==> config.mk <==
export PLATFORM = sky130hd
export DESIGN_NAME = windowed_central_difference
export DESIGN_NICKNAME = d
export VERILOG_FILES = /design/src/rtl/core/wcd_pkg.sv /design/src/rtl/core/wcd_front.sv /design/src/rtl/core/wcd_queue.sv /design/src/rtl/core/wcd_back.sv /design/src/rtl/core/windowed_central_difference.sv
export SDC_FILE = /design/constraint.sdc
export NUM_CORES = 2
export LEC_CHECK = 0
export CAP_MARGIN = 20
export CELL_PAD_IN_SITES_DETAIL_PLACEMENT = 1
export CELL_PAD_IN_SITES_GLOBAL_PLACEMENT = 1
export CORE_MARGIN = 2
export CORE_UTILIZATION = 40
export DETAILED_ROUTE_END_ITERATION = 10
export DONT_BUFFER_PORTS = 1
export PLACE_DENSITY_LB_ADDON = 0.1
export SLEW_MARGIN = 20
export SYNTH_ARGS = -nofsm -noshare
export SYNTH_HDL_FRONTEND = slang
export SYNTH_SLANG_ARGS = --single-unit
==> constraint.sdc <==
create_clock -name aclk -period 17.7 [get_ports aclk]
set_clock_uncertainty 0.15 [all_clocks]
set_input_delay 1.77 -clock aclk [delete_from_list [all_inputs] [get_ports aclk]]
set_output_delay 1.77 -clock aclk [all_outputs]
set_load 0.01 [all_outputs]
==> src/rtl/core/wcd_pkg.sv <==
`timescale 1ns / 1ps

package wcd_pkg;

    // Sample and result formats
    localparam int SAMPLE_WIDTH = 16;
    localparam int RES_W        = 32;

    // Window geometry
    localparam int MAX_ORDER  = 16;
    localparam int WIN_DEPTH  = 2 * MAX_ORDER + 1;
    localparam int RING_AW    = $clog2(WIN_DEPTH);
    localparam int RING_DEPTH = 1 << RING_AW;
    localparam int RING_SLACK = RING_DEPTH - WIN_DEPTH;

    // Widths of counters and distances
    localparam int KW          = $clog2(MAX_ORDER + 1);
    localparam int DW          = $clog2(WIN_DEPTH);
    localparam int FW          = $clog2(WIN_DEPTH + 1);
    localparam int ORDER_W     = 5;
    localparam int ORDER_RESET = 1;
    localparam int CNT_W       = 6;
    localparam int CNT_MAX     = 63;

    // Datapath widths
    localparam int COEFF_W = 16;
    localparam int SUM_W   = SAMPLE_WIDTH + 2 + KW;
    localparam int PROD_W  = SUM_W + COEFF_W + 1;

    typedef struct packed {
        logic signed [SAMPLE_WIDTH-1:0] sample;
        logic                           last;
    } in_item_t;

    typedef struct packed {
        logic signed [RES_W-1:0] derivative;
        logic                    last_res;
    } out_item_t;

    // One result to compute, as handed from front to back
    typedef struct packed {
        logic [RING_AW-1:0]             head;
        logic [FW-1:0]                  fill;
        logic [KW-1:0]                  center;
        logic [KW-1:0]                  order;
        logic [CNT_W-1:0]               emitted;
        logic signed [SAMPLE_WIDTH-1:0] first;
        logic                           last;
    } cmd_t;

    typedef struct packed {
        logic                           en;
        logic [RING_AW-1:0]             addr;
        logic signed [SAMPLE_WIDTH-1:0] data;
    } wr_t;

    // Oldest window snapshot still being read
    typedef struct packed {
        logic               valid;
        logic [RING_AW-1:0] head;
    } oldest_t;

    typedef struct packed {
        logic               busy;
        logic [RING_AW-1:0] head;
    } back_stat_t;

    typedef enum logic {
        F_IDLE,
        F_ISSUE
    } front_state_t;

    typedef enum logic [2:0] {
        B_IDLE,
        B_READ,
        B_LAST,
        B_MUL,
        B_OUT
    } back_state_t;

    // Q0.16 coefficient: round(65536 / (k * (k + 1)))
    function automatic logic [COEFF_W-1:0] coeff_q16(input logic [KW-1:0] k);
        logic [COEFF_W-1:0] c;
        begin
            case (int'(k))
                1:       c = 16'd32768;
                2:       c = 16'd10923;
                3:       c = 16'd5461;
                4:       c = 16'd3277;
                5:       c = 16'd2185;
                6:       c = 16'd1560;
                7:       c = 16'd1170;
                8:       c = 16'd910;
                9:       c = 16'd728;
                10:      c = 16'd596;
                11:      c = 16'd496;
                12:      c = 16'd420;
                13:      c = 16'd360;
                14:      c = 16'd312;
                15:      c = 16'd273;
                16:      c = 16'd241;
                17:      c = 16'd214;
                18:      c = 16'd192;
                19:      c = 16'd172;
                20:      c = 16'd156;
                21:      c = 16'd142;
                22:      c = 16'd130;
                23:      c = 16'd119;
                24:      c = 16'd109;
                25:      c = 16'd101;
                26:      c = 16'd93;
                27:      c = 16'd87;
                28:      c = 16'd81;
                29:      c = 16'd75;
                30:      c = 16'd70;
                31:      c = 16'd66;
                default: c = '0;
            endcase
            return c;
        end
    endfunction

endpackage

==> src/rtl/core/wcd_front.sv <==
`timescale 1ns / 1ps

module wcd_front import wcd_pkg::*; (
    input  logic               aclk,
    input  logic               aresetn,
    input  logic               cfg_valid,
    output logic               cfg_ready,
    input  logic [ORDER_W-1:0] cfg_data,
    input  logic               s_valid,
    output logic               s_ready,
    input  in_item_t           s_data,
    input  oldest_t            oldest,
    output wr_t                wr,
    output logic               q_push,
    output cmd_t               q_data,
    input  logic               q_full
);

    front_state_t              state_reg, state_next;
    logic [ORDER_W-1:0]        order_reg;
    logic [CNT_W-1:0]          seen_reg, seen_next;
    logic [CNT_W-1:0]          emitted_reg, emitted_next;
    logic signed [SAMPLE_WIDTH-1:0] first_reg, first_next;
    logic [RING_AW-1:0]        wp_reg, wp_next;
    logic [RING_AW-1:0]        head_reg, head_next;
    logic [FW-1:0]             fill_reg, fill_next;
    logic                      emit_now_reg, emit_now_next;
    logic [KW-1:0]             pend_reg, pend_next;
    logic                      last_reg, last_next;

    logic [KW-1:0]             k;
    logic [CNT_W-1:0]          seen_inc;
    logic [RING_AW-1:0]        gap;
    logic                      room;
    logic                      issue_done;

    // Clamp the order into 1..MAX_ORDER
    always_comb begin
        if (order_reg == '0) begin
            k = KW'(1);
        end else if (order_reg > ORDER_W'(MAX_ORDER)) begin
            k = KW'(MAX_ORDER);
        end else begin
            k = KW'(order_reg);
        end
    end

    // Hold off a write that would overrun a window snapshot still in use
    assign gap       = wp_reg - oldest.head;
    assign room      = !oldest.valid || (gap <= RING_AW'(RING_SLACK));
    assign cfg_ready = 1'b1;
    assign s_ready   = (state_reg == F_IDLE) && room;

    assign seen_inc = (seen_reg == CNT_W'(CNT_MAX)) ? seen_reg : seen_reg + CNT_W'(1);

    // Configuration register
    always_ff @(posedge aclk) begin
        if (!aresetn) begin
            order_reg <= ORDER_W'(ORDER_RESET);
        end else if (cfg_valid && cfg_ready) begin
            order_reg <= cfg_data;
        end
    end

    // Accept a sample, then issue its results one command at a time
    always_comb begin
        state_next    = state_reg;
        seen_next     = seen_reg;
        emitted_next  = emitted_reg;
        first_next    = first_reg;
        wp_next       = wp_reg;
        head_next     = head_reg;
        fill_next     = fill_reg;
        emit_now_next = emit_now_reg;
        pend_next     = pend_reg;
        last_next     = last_reg;
        issue_done    = 1'b0;
        wr            = '0;
        q_push        = 1'b0;
        q_data        = '0;
        q_data.head    = head_reg;
        q_data.fill    = fill_reg;
        q_data.order   = k;
        q_data.emitted = emitted_reg;
        q_data.first   = first_reg;

        case (state_reg)
            F_IDLE: begin
                if (s_valid && s_ready) begin
                    wr.en   = 1'b1;
                    wr.addr = wp_reg;
                    wr.data = s_data.sample;
                    seen_next = seen_inc;
                    if (seen_reg == '0) begin
                        first_next = s_data.sample;
                    end
                    wp_next   = wp_reg + RING_AW'(1);
                    head_next = wp_reg;
                    if (fill_reg != FW'(WIN_DEPTH)) begin
                        fill_next = fill_reg + FW'(1);
                    end
                    emit_now_next = seen_inc > CNT_W'(k);
                    if (s_data.last) begin
                        pend_next = (seen_inc < CNT_W'(k)) ? KW'(seen_inc) : k;
                    end else begin
                        pend_next = '0;
                    end
                    last_next = s_data.last;
                    if ((seen_inc > CNT_W'(k)) || s_data.last) begin
                        state_next = F_ISSUE;
                    end
                end
            end
            F_ISSUE: begin
                if (!q_full) begin
                    q_push = 1'b1;
                    if (emitted_reg != CNT_W'(CNT_MAX)) begin
                        emitted_next = emitted_reg + CNT_W'(1);
                    end
                    if (emit_now_reg) begin
                        q_data.center = k;
                        q_data.last   = 1'b0;
                        emit_now_next = 1'b0;
                        issue_done    = (pend_reg == '0);
                    end else begin
                        q_data.center = pend_reg - KW'(1);
                        q_data.last   = (pend_reg == KW'(1));
                        pend_next     = pend_reg - KW'(1);
                        issue_done    = (pend_reg == KW'(1));
                    end
                    if (issue_done) begin
                        state_next = F_IDLE;
                        // Start a new record after the flush
                        if (last_reg) begin
                            seen_next    = '0;
                            emitted_next = '0;
                        end
                    end
                end
            end
            default: begin
                state_next = F_IDLE;
            end
        endcase
    end

    always_ff @(posedge aclk) begin
        if (!aresetn) begin
            state_reg    <= F_IDLE;
            seen_reg     <= '0;
            emitted_reg  <= '0;
            first_reg    <= '0;
            wp_reg       <= '0;
            head_reg     <= '0;
            fill_reg     <= '0;
            emit_now_reg <= 1'b0;
            pend_reg     <= '0;
            last_reg     <= 1'b0;
        end else begin
            state_reg    <= state_next;
            seen_reg     <= seen_next;
            emitted_reg  <= emitted_next;
            first_reg    <= first_next;
            wp_reg       <= wp_next;
            head_reg     <= head_next;
            fill_reg     <= fill_next;
            emit_now_reg <= emit_now_next;
            pend_reg     <= pend_next;
            last_reg     <= last_next;
        end
    end

endmodule

==> src/rtl/core/wcd_queue.sv <==
`timescale 1ns / 1ps

module wcd_queue import wcd_pkg::*; #(
    parameter int DEPTH = 4
) (
    input  logic aclk,
    input  logic aresetn,
    input  logic push,
    input  cmd_t push_data,
    output logic full,
    input  logic pop,
    output logic valid,
    output cmd_t data
);

    localparam int AW = (DEPTH > 1) ? $clog2(DEPTH) : 1;
    localparam int CW = $clog2(DEPTH + 1);

    cmd_t          entry_reg [DEPTH];
    logic [AW-1:0] wr_ptr_reg, rd_ptr_reg;
    logic [CW-1:0] count_reg;
    logic          do_push, do_pop;

    assign full    = (count_reg == CW'(DEPTH));
    assign valid   = (count_reg != '0);
    assign data    = entry_reg[rd_ptr_reg];
    assign do_push = push && !full;
    assign do_pop  = pop && valid;

    // Store an entry on push
    always_ff @(posedge aclk) begin
        if (do_push) begin
            entry_reg[wr_ptr_reg] <= push_data;
        end
    end

    // Advance pointers and occupancy
    always_ff @(posedge aclk) begin
        if (!aresetn) begin
            wr_ptr_reg <= '0;
            rd_ptr_reg <= '0;
            count_reg  <= '0;
        end else begin
            if (do_push) begin
                wr_ptr_reg <= (wr_ptr_reg == AW'(DEPTH - 1)) ? '0 : wr_ptr_reg + AW'(1);
            end
            if (do_pop) begin
                rd_ptr_reg <= (rd_ptr_reg == AW'(DEPTH - 1)) ? '0 : rd_ptr_reg + AW'(1);
            end
            if (do_push && !do_pop) begin
                count_reg <= count_reg + CW'(1);
            end else if (do_pop && !do_push) begin
                count_reg <= count_reg - CW'(1);
            end
        end
    end

endmodule

==> src/rtl/core/wcd_back.sv <==
`timescale 1ns / 1ps

module wcd_back import wcd_pkg::*; (
    input  logic       aclk,
    input  logic       aresetn,
    input  wr_t        wr,
    input  logic       q_valid,
    input  cmd_t       q_data,
    output logic       q_pop,
    output back_stat_t stat,
    output logic       m_valid,
    input  logic       m_ready,
    output out_item_t  m_data
);

    logic signed [SAMPLE_WIDTH-1:0] mem [RING_DEPTH];

    back_state_t              state_reg, state_next;
    cmd_t                     cmd_reg, cmd_next;
    logic [KW-1:0]            j_reg, j_next;
    logic signed [SUM_W-1:0]  sum_reg, sum_next;
    logic signed [PROD_W-1:0] prod_reg, prod_next;
    logic                     m_valid_reg, m_valid_next;
    out_item_t                m_data_reg, m_data_next;

    logic signed [SAMPLE_WIDTH-1:0] rd_r_reg, rd_l_reg;
    logic                     vr_reg, vl_reg, uf_reg, acc_reg;

    logic [DW-1:0]            dr, dl;
    logic [RING_AW-1:0]       addr_r, addr_l;
    logic signed [SUM_W-1:0]  right, left;
    logic [COEFF_W-1:0]       coeff;
    logic [PROD_W-RES_W:0]    hi;
    logic signed [RES_W-1:0]  res;

    // Window ring: written by the front, read at two taps here
    always_ff @(posedge aclk) begin
        if (wr.en) begin
            mem[wr.addr] <= wr.data;
        end
    end

    // Tap distances for step j, clamped at the newest sample
    assign dr     = (cmd_reg.center >= j_reg) ? DW'(cmd_reg.center - j_reg) : '0;
    assign dl     = DW'(cmd_reg.center) + DW'(j_reg);
    assign addr_r = cmd_reg.head - RING_AW'(dr);
    assign addr_l = cmd_reg.head - RING_AW'(dl);

    // Register read data and per-step selects
    always_ff @(posedge aclk) begin
        rd_r_reg <= mem[addr_r];
        rd_l_reg <= mem[addr_l];
        vr_reg   <= FW'(dr) < cmd_reg.fill;
        vl_reg   <= FW'(dl) < cmd_reg.fill;
        uf_reg   <= cmd_reg.emitted < CNT_W'(j_reg);
    end

    // Entries never written read as zero; early left taps use the first sample
    assign right = vr_reg ? SUM_W'(rd_r_reg) : '0;
    assign left  = uf_reg ? SUM_W'(cmd_reg.first) : (vl_reg ? SUM_W'(rd_l_reg) : '0);
    assign coeff = coeff_q16(cmd_reg.order);

    // Saturate the product to 32 bits
    always_comb begin
        hi = prod_reg[PROD_W-1:RES_W-1];
        if ((&hi) || !(|hi)) begin
            res = prod_reg[RES_W-1:0];
        end else if (prod_reg[PROD_W-1]) begin
            res = {1'b1, {(RES_W-1){1'b0}}};
        end else begin
            res = {1'b0, {(RES_W-1){1'b1}}};
        end
    end

    // Sequence one result: pop, k read steps, a final accumulate, multiply, load the output register
    always_comb begin
        state_next   = state_reg;
        cmd_next     = cmd_reg;
        j_next       = j_reg;
        sum_next     = acc_reg ? (sum_reg + right - left) : sum_reg;
        prod_next    = prod_reg;
        m_valid_next = m_valid_reg && !m_ready;
        m_data_next  = m_data_reg;
        q_pop        = 1'b0;

        case (state_reg)
            B_IDLE: begin
                if (q_valid) begin
                    q_pop      = 1'b1;
                    cmd_next   = q_data;
                    j_next     = KW'(1);
                    sum_next   = '0;
                    state_next = B_READ;
                end
            end
            B_READ: begin
                if (j_reg == cmd_reg.order) begin
                    state_next = B_LAST;
                end else begin
                    j_next = j_reg + KW'(1);
                end
            end
            B_LAST: begin
                state_next = B_MUL;
            end
            B_MUL: begin
                prod_next  = PROD_W'(sum_reg) * PROD_W'($signed({1'b0, coeff}));
                state_next = B_OUT;
            end
            B_OUT: begin
                if (!m_valid_reg || m_ready) begin
                    m_valid_next         = 1'b1;
                    m_data_next.derivative = res;
                    m_data_next.last_res   = cmd_reg.last;
                    state_next           = B_IDLE;
                end
            end
            default: begin
                state_next = B_IDLE;
            end
        endcase
    end

    always_ff @(posedge aclk) begin
        if (!aresetn) begin
            state_reg   <= B_IDLE;
            m_valid_reg <= 1'b0;
            acc_reg     <= 1'b0;
        end else begin
            state_reg   <= state_next;
            m_valid_reg <= m_valid_next;
            acc_reg     <= (state_reg == B_READ);
        end
    end

    always_ff @(posedge aclk) begin
        cmd_reg    <= cmd_next;
        j_reg      <= j_next;
        sum_reg    <= sum_next;
        prod_reg   <= prod_next;
        m_data_reg <= m_data_next;
    end

    assign stat.busy = (state_reg == B_READ);
    assign stat.head = cmd_reg.head;
    assign m_valid   = m_valid_reg;
    assign m_data    = m_data_reg;

endmodule

==> src/rtl/core/windowed_central_difference.sv <==
`timescale 1ns / 1ps

// Smoothed central-difference derivative over records of signed samples.
// s_ channel: one sample per transfer, last marks the end of a record.
// m_ channel: one Q15.16 derivative per transfer, last_res on the final one.
// cfg channel: writes the half window K (0 acts as 1, above 16 acts as 16);
//   write it only while no results are outstanding.
// Result i leaves after sample i+K is taken; the last sample flushes the
// rest of the record in index order.
// In the back end each result takes one queue pop, K read steps over the
// two-tap window ring, one accumulate, one multiply and one output load,
// and the back end takes no new command until that result is loaded into
// the output register, which waits while the receiver stalls it.
// The front end takes samples and queues result commands, one per cycle;
// it drops s_ready while it queues them, also while it waits on a full command
// queue, and while the next write would overrun the window still being read.
// A stalled receiver backs up the output register, then the back end, then
// the queue, then s_ready.
// Reset empties the queue and the output register, sets K to 1 and
// starts a new record with a zeroed window.
module windowed_central_difference import wcd_pkg::*; #(
    parameter int QUEUE_DEPTH = 4
) (
    input  logic               aclk,
    input  logic               aresetn,
    input  logic               cfg_valid,
    output logic               cfg_ready,
    input  logic [ORDER_W-1:0] cfg_data,
    input  logic               s_valid,
    output logic               s_ready,
    input  in_item_t           s_data,
    output logic               m_valid,
    input  logic               m_ready,
    output out_item_t          m_data
);

    wr_t        wr;
    logic       q_push, q_full, q_pop, q_valid;
    cmd_t       q_in, q_out;
    back_stat_t stat;
    oldest_t    oldest;

    // Oldest snapshot in use: the active command, else the queue head
    always_comb begin
        if (stat.busy) begin
            oldest.valid = 1'b1;
            oldest.head  = stat.head;
        end else begin
            oldest.valid = q_valid;
            oldest.head  = q_out.head;
        end
    end

    wcd_front u_front (
        .aclk      (aclk),
        .aresetn   (aresetn),
        .cfg_valid (cfg_valid),
        .cfg_ready (cfg_ready),
        .cfg_data  (cfg_data),
        .s_valid   (s_valid),
        .s_ready   (s_ready),
        .s_data    (s_data),
        .oldest    (oldest),
        .wr        (wr),
        .q_push    (q_push),
        .q_data    (q_in),
        .q_full    (q_full)
    );

    wcd_queue #(
        .DEPTH (QUEUE_DEPTH)
    ) u_queue (
        .aclk      (aclk),
        .aresetn   (aresetn),
        .push      (q_push),
        .push_data (q_in),
        .full      (q_full),
        .pop       (q_pop),
        .valid     (q_valid),
        .data      (q_out)
    );

    wcd_back u_back (
        .aclk    (aclk),
        .aresetn (aresetn),
        .wr      (wr),
        .q_valid (q_valid),
        .q_data  (q_out),
        .q_pop   (q_pop),
        .stat    (stat),
        .m_valid (m_valid),
        .m_ready (m_ready),
        .m_data  (m_data)
    );

`ifndef SYNTH
    // Never push into a full queue
    assert property (@(posedge aclk) disable iff (!aresetn)
        q_push |-> !q_full)
        else $error("command pushed into full queue");

    // Never pop an empty queue
    assert property (@(posedge aclk) disable iff (!aresetn)
        q_pop |-> q_valid)
        else $error("command popped from empty queue");

    // A window write stays clear of the snapshot still being read
    assert property (@(posedge aclk) disable iff (!aresetn)
        (wr.en && oldest.valid) |->
            ((RING_AW'(wr.addr - oldest.head) != '0) &&
             (RING_AW'(wr.addr - oldest.head) <= RING_AW'(RING_SLACK))))
        else $error("window write overruns a live snapshot");

    // The active command keeps its snapshot while reading
    assert property (@(posedge aclk) disable iff (!aresetn)
        (stat.busy && $past(stat.busy) && !$past(q_pop)) |-> $stable(stat.head))
        else $error("snapshot head changed during read steps");
`endif

endmodule
**After elaboration in Yosys (flattened, before gate mapping)**

Memories as Yosys holds them, arrays and structs flattened. A register that Yosys moved wholly into a read port is not among the register bits.
Index checks and enable logic that the tools add are counted.

- Bits in registers: 220
- RAM bits: 1204
- Memory bits (read-only): 480
- Bits of input ports: 27
- Output and inout bits: 36
- Memories kept: 3

- Add/subtract/negate cells: 17
- $mul: 1
- Magnitude comparators: 8
- Equal/unequal tests: 21
- Mux-type cells: 70
- Bitwise gates (word level): 2
- Reductions and logical operators: 38

Memories:

| memory | depth | width | read ports | clocked after Yosys merged registers in | wr ports | RTL line | text |
|---|---|---|---|---|---|---|---|
| u_back.mem | 64 | 16 | 2 | 2 | 1 | wcd_back.sv:16 | `logic signed [SAMPLE_WIDTH-1:0] mem [RING_DEPTH];` |
| (no name shown) | 32 | 15 | 1 | 1 | 0 | wcd_pkg.sv:85 | `case (int'(k))` |
| u_queue.entry_reg | 4 | 45 | 1 | 1 | 1 | wcd_queue.sv:19 | `cmd_t entry_reg [DEPTH];` |

Operators by type and width:

| kind | count |
|---|---|
| 2-to-1 mux 23 bit | 8 |
| 2-to-1 mux 5 bit | 13 |
| 2-to-1 mux 32 bit | 2 |
| 2-to-1 mux 6 bit | 9 |
| multiplier 23 x 17 -> 40 bit | 1 |
| adder 6 x 1 -> 6 bit (second input constant) | 4 |
| adder 23 bit | 1 |
| subtractor 23 bit | 1 |
| 2-to-1 mux 1 bit | 22 |
| case mux 5 bit (2 select lines) | 2 |
| subtractor 6 bit | 3 |
| 2-to-1 mux 3 bit | 5 |
| case mux 3 bit (5 select lines) | 1 |
| AND reduction 3 bit | 5 |
| inequality test 2 bit (second input constant) | 7 |
| < comparator 6 x 5 -> 1 bit | 2 |
| < comparator 6 bit | 2 |
| inequality test 6 bit (second input constant) | 2 |
| case mux 6 bit (2 select lines) | 1 |
| logical NOT 5 bit | 2 |
| AND reduction 2 bit | 5 |
| AND reduction 9 bit | 1 |
| OR reduction 9 bit | 1 |
| 2-to-1 mux 2 bit | 4 |
| other kinds (30) | 53 |

**Depth between registers and ports, before layout**

- Word-level depth: 11
- Mapped depth: 24
- Gate-level depth less buffers: 23

**Modules after synthesis**

From an unflattened synthesis, not the netlist that was laid out.

- Cells, all modules: 5112
- Area total of the unflattened synthesis: 80410.9 um^2

Modules (own cells, without submodules):

| module | times used | cells an instance | area each (um^2) | seq. area each (um^2) |
|---|---|---|---|---|
| wcd_back | 1 | 4384 | 69788.2 | 36004.5 |
| wcd_queue | 1 | 286 | 7035.5 | 5585.4 |
| wcd_front | 1 | 434 | 3479.6 | 1181.1 |
| windowed_central_difference | 1 | 8 | 107.6 | 0.0 |

**Worst setup path before layout**

No wires, ideal clock.

- Path type: reg2reg
- Start: reg u_back.sum_reg[8]
- End: reg u_back.prod_reg[38] (data pin)
- Setup time: 0.265 ns
- Arrival: 6.034 ns
- Path slack: 11.251 ns
- Stages on the path, launching flop included: 25
- Period minus slack after synthesis: 6.449 ns
- Cells stage by stage: dfxtp_1 clkbuf_1 nand2_1 fa_1 inv_1 fa_1 inv_1 fa_1 inv_1 fa_1 fa_1 inv_1 fa_1 inv_1 ha_1 clkbuf_1 nand3_1 or2_2 a211oi_1 nor3b_1 o311ai_1 a21oi_1 nor3_1 or4_1 nand3_1

- Cells in the longest elaborated chain, start to end: 1

RTL lines:

| item | RTL line | text |
|---|---|---|
| from (decl) | wcd_back.sv:21 | `logic signed [SUM_W-1:0] sum_reg, sum_next;` |
| from (signal assigned) | wcd_back.sv:139 | `sum_reg <= sum_next;` |
| multiplier 23 x 17 -> 40 bit | wcd_back.sv:107 | `prod_next = PROD_W'(sum_reg) * PROD_W'($signed({1'b0, coeff}));` |
| to (signal assigned) | wcd_back.sv:140 | `prod_reg <= prod_next;` |
| to (decl) | wcd_back.sv:22 | `logic signed [PROD_W-1:0] prod_reg, prod_next;` |

Every way passes these cells.
A chain may end at the register's enable or synchronous reset.

**Final worst setup path**

- Start: reg u_back.coeff[2] (netlist name)
- End: reg u_back.prod_reg[38] (data pin)

- Cells in the longest elaborated chain, start to end: 1

RTL lines:

| item | RTL line |
|---|---|
| multiplier 23 x 17 -> 40 bit | wcd_back.sv:107 |

Every way passes these cells.

==> metrics.txt <==
vias per cell 5.69; Die H 451 µm; DR WL/cell 29.5 µm; Netlist Area Pre-Place 79,900 µm²; I/O pins 63; hold crit path type reg2reg; final setup TNS 0 ns; max FFs per register 1,024; Non-Filler Instances 7,846; syn_nets 5,655; GPL Wtd Cong 0.790; Worst EP required 18.22 ns; Post-CTS Hold Buffers 0; Initial DRT Pass Iterations 5; most common cell after layout, fill and taps aside edfxtp_1; initial drt markers 3,825; final critical-path setup slack 10.13 ns; Die ar. 203,000 µm²; Crit Path Class reg2reg; Worst-Margin Slew 1.25 ns; antenna violations before repair 10; hold_ws 0.270 ns; CTS resizes 0; post-CTS setup buffer count 0; gr busiest metal met2; vias in the first global route 48,600; Initial Util 40.1%; first-pass GRT wire length 340 mm; final WL 232 mm; Yosys reg bits 1,473; TritonCTS Buffers 166; Root Driver clkbuf_16; Rows 164; Synth Warn # 0; Tmin final 7.57 ns; met2 GRT Util 37.5%; run status finished, final reports clean; Worst-Skew Late Latency 0.82 ns; # DRC 0; Worst setup SP type register; fin nets 5,635; setup violators final 0; cell count after synthesis 5,072; Vias 44,700; Slew Limit Fails 0; top area cells in the synthesized netlist edfxtp_1 (50%), mux4_2 (19%), fa_1 (9.2%), dfxtp_1 (3.7%), ha_1 (3.0%); GR Layer Usage met1 31.9%; final hold vios 0; Yosys top cell area share 49.9%; area grow syn2layout 11.3%; gr ovfl total 0; PortBufs 0; die width 451 µm; detailed placer's ending HPWL 144 mm; Max Root-Sink Buffers 3; critical path peak fanout 23; commonest non-fill, non-tap cells in the layout edfxtp_1 (1,327), mux4_2 (680), inv_1 (564), fa_1 (364), nand2_1 (359); CTS clk-pin slew, worst paths 0.07 ns; Core Region 199,000 µm²; number of unique standard cell types used by synthesis 79; critical path arrival 8.09 ns; Critical Path Sink Type register; Highest Clock Rate 132 MHz; dpl cells 7,540; CTS tree done; htree depth 4; ys flop type edfxtp_1; number of violations of the max-capacitance limit 0; share of layout cells above drive strength 1 21.7%; post-route antenna net violation count 0; Worst slew margin 16.3%; GRT Util Overall 22.9%; largest net degree at the start of global routing 128; CTS Sinks 1,473; Post-synth ARST share 0%; Post-synth EDFFs 1,327; pre-CTS setup slack 10.20 ns; share of the clock period used by the worst path 42.8%; met3 usage 3.62%; Seq/Total Area, Yosys 53.5%; Yosys top cell by area edfxtp_1; Avg Inst Size Synth 15.8 µm²; RSZ-0062 raised after global routing no
-- logic make-up (layout without fill, tap and decap cells) --
| group | Yosys count | in the layout | synth area share (%) |
|---|---|---|---|
| other | 1 | 5 | 0.00469 |
| flip-flops | 1473 | 1473 | 53.5 |
| AO/OA/AOI/OAI | 429 | 429 | 3.53 |
| AND/OR/NAND/NOR | 904 | 904 | 5.38 |
| adder cells (fa/ha/maj) | 556 | 556 | 12.1 |
| XOR/XNOR | 85 | 85 | 0.951 |
| multiplexers | 769 | 769 | 20.4 |
| buffers and inverters | 855 | 969 | 4.08 |
-- metrics by stage --
stage	instance area [µm²]	utilization, %
2_1_floorplan	79900	-
3_3_place_gp	83500	42.0
3_5_place_dp	83500	42.0
4_1_cts	88900	44.7
5_1_grt	89000	44.7
6_report	89000	44.7
-- critical path, cell delays in order (launching register included) --
cell and delay [ns]:
dfxtp_1 0.96, nand2_1 0.18, fa_1 0.55, fa_1 0.51
fa_1 0.52, inv_1 0.06, fa_1 0.49, fa_1 0.49
inv_1 0.05, fa_1 0.47, inv_1 0.04, ha_1 0.35
a21oi_1 0.28, o21ai_0 0.19, nand3_1 0.13, nor3b_1 0.69
o311ai_1 0.27, a21oi_1 0.32, nor3_1 0.13, or4_1 0.52
nand3_1 0.08
-- path summary, 6_finish.rpt --
kind,from,end,slack (ns),cells after the start
max,u_back.coeff[2]$_DFF_P_,u_back.prod_reg[38]$_DFFE_PP_,10.13,20
min,u_back.cmd_reg[0]$_DFFE_PP_,u_back.m_data[0]$_DFFE_PP_,0.27,0
max reg2reg,u_back.coeff[2]$_DFF_P_,u_back.prod_reg[38]$_DFFE_PP_,10.13,20
min reg2reg,u_back.cmd_reg[0]$_DFFE_PP_,u_back.m_data[0]$_DFFE_PP_,0.27,0
-- layout make-up --
class / instances / area (µm²)
multi-input combinational: 2744 / 34400
fill: 19300 / 110000
antenna: 4 / 10.0
sequential: 1473 / 42800
timing repair buffer: 100 / 888
tap: 2656 / 3320
clock inverter: 87 / 1020
clock buffer: 215 / 4380
inverter: 567 / 2130
-- layer usage --
layer | share of wire [%] | vias to the layer above
li1 | - | 19000
met1 | 44 | 24200
met2 | 48 | 1101
met3 | 5.0 | 337
met4 | 2.8 | 2
met5 | 0.069 | -
-- cells in the mapped netlist (4+ instances only) --
| library cell | n |
|---|---|
| a211oi_1 | 55 |
| or4_1 | 6 |
| and2_1 | 137 |
| and3_1 | 12 |
| buf_1 | 42 |
| a21o_1 | 57 |
| nor4_1 | 4 |
| nand3b_1 | 9 |
| inv_1 | 565 |
| nand2b_1 | 18 |
| nor3_1 | 36 |
| xnor2_1 | 56 |
| o21a_1 | 14 |
| o221ai_1 | 7 |
| nor2b_1 | 48 |
| or3_1 | 19 |
| ha_1 | 190 |
| clkbuf_1 | 221 |
| a21oi_1 | 138 |
| o21bai_1 | 12 |
| mux2i_1 | 84 |
| nor2_1 | 181 |
| xor2_1 | 27 |
| a31oi_1 | 9 |
| fa_1 | 366 |
| edfxtp_1 | 1327 |
| dfxtp_1 | 146 |
| nand3_1 | 38 |
| nand4_1 | 17 |
| o21ai_0 | 57 |
| o311a_1 | 6 |
| a21boi_0 | 6 |
| a211o_1 | 4 |
| o211ai_1 | 12 |
| buf_2 | 22 |
| mux4_1 | 5 |
| o22ai_1 | 4 |
| o31ai_1 | 4 |
| nand2_1 | 359 |
| mux4_2 | 680 |
| a22o_1 | 16 |
Power is left out: the tool's default activity adds up to more than one toggle a clock period on the data nets, which glitch-free logic cannot reach.
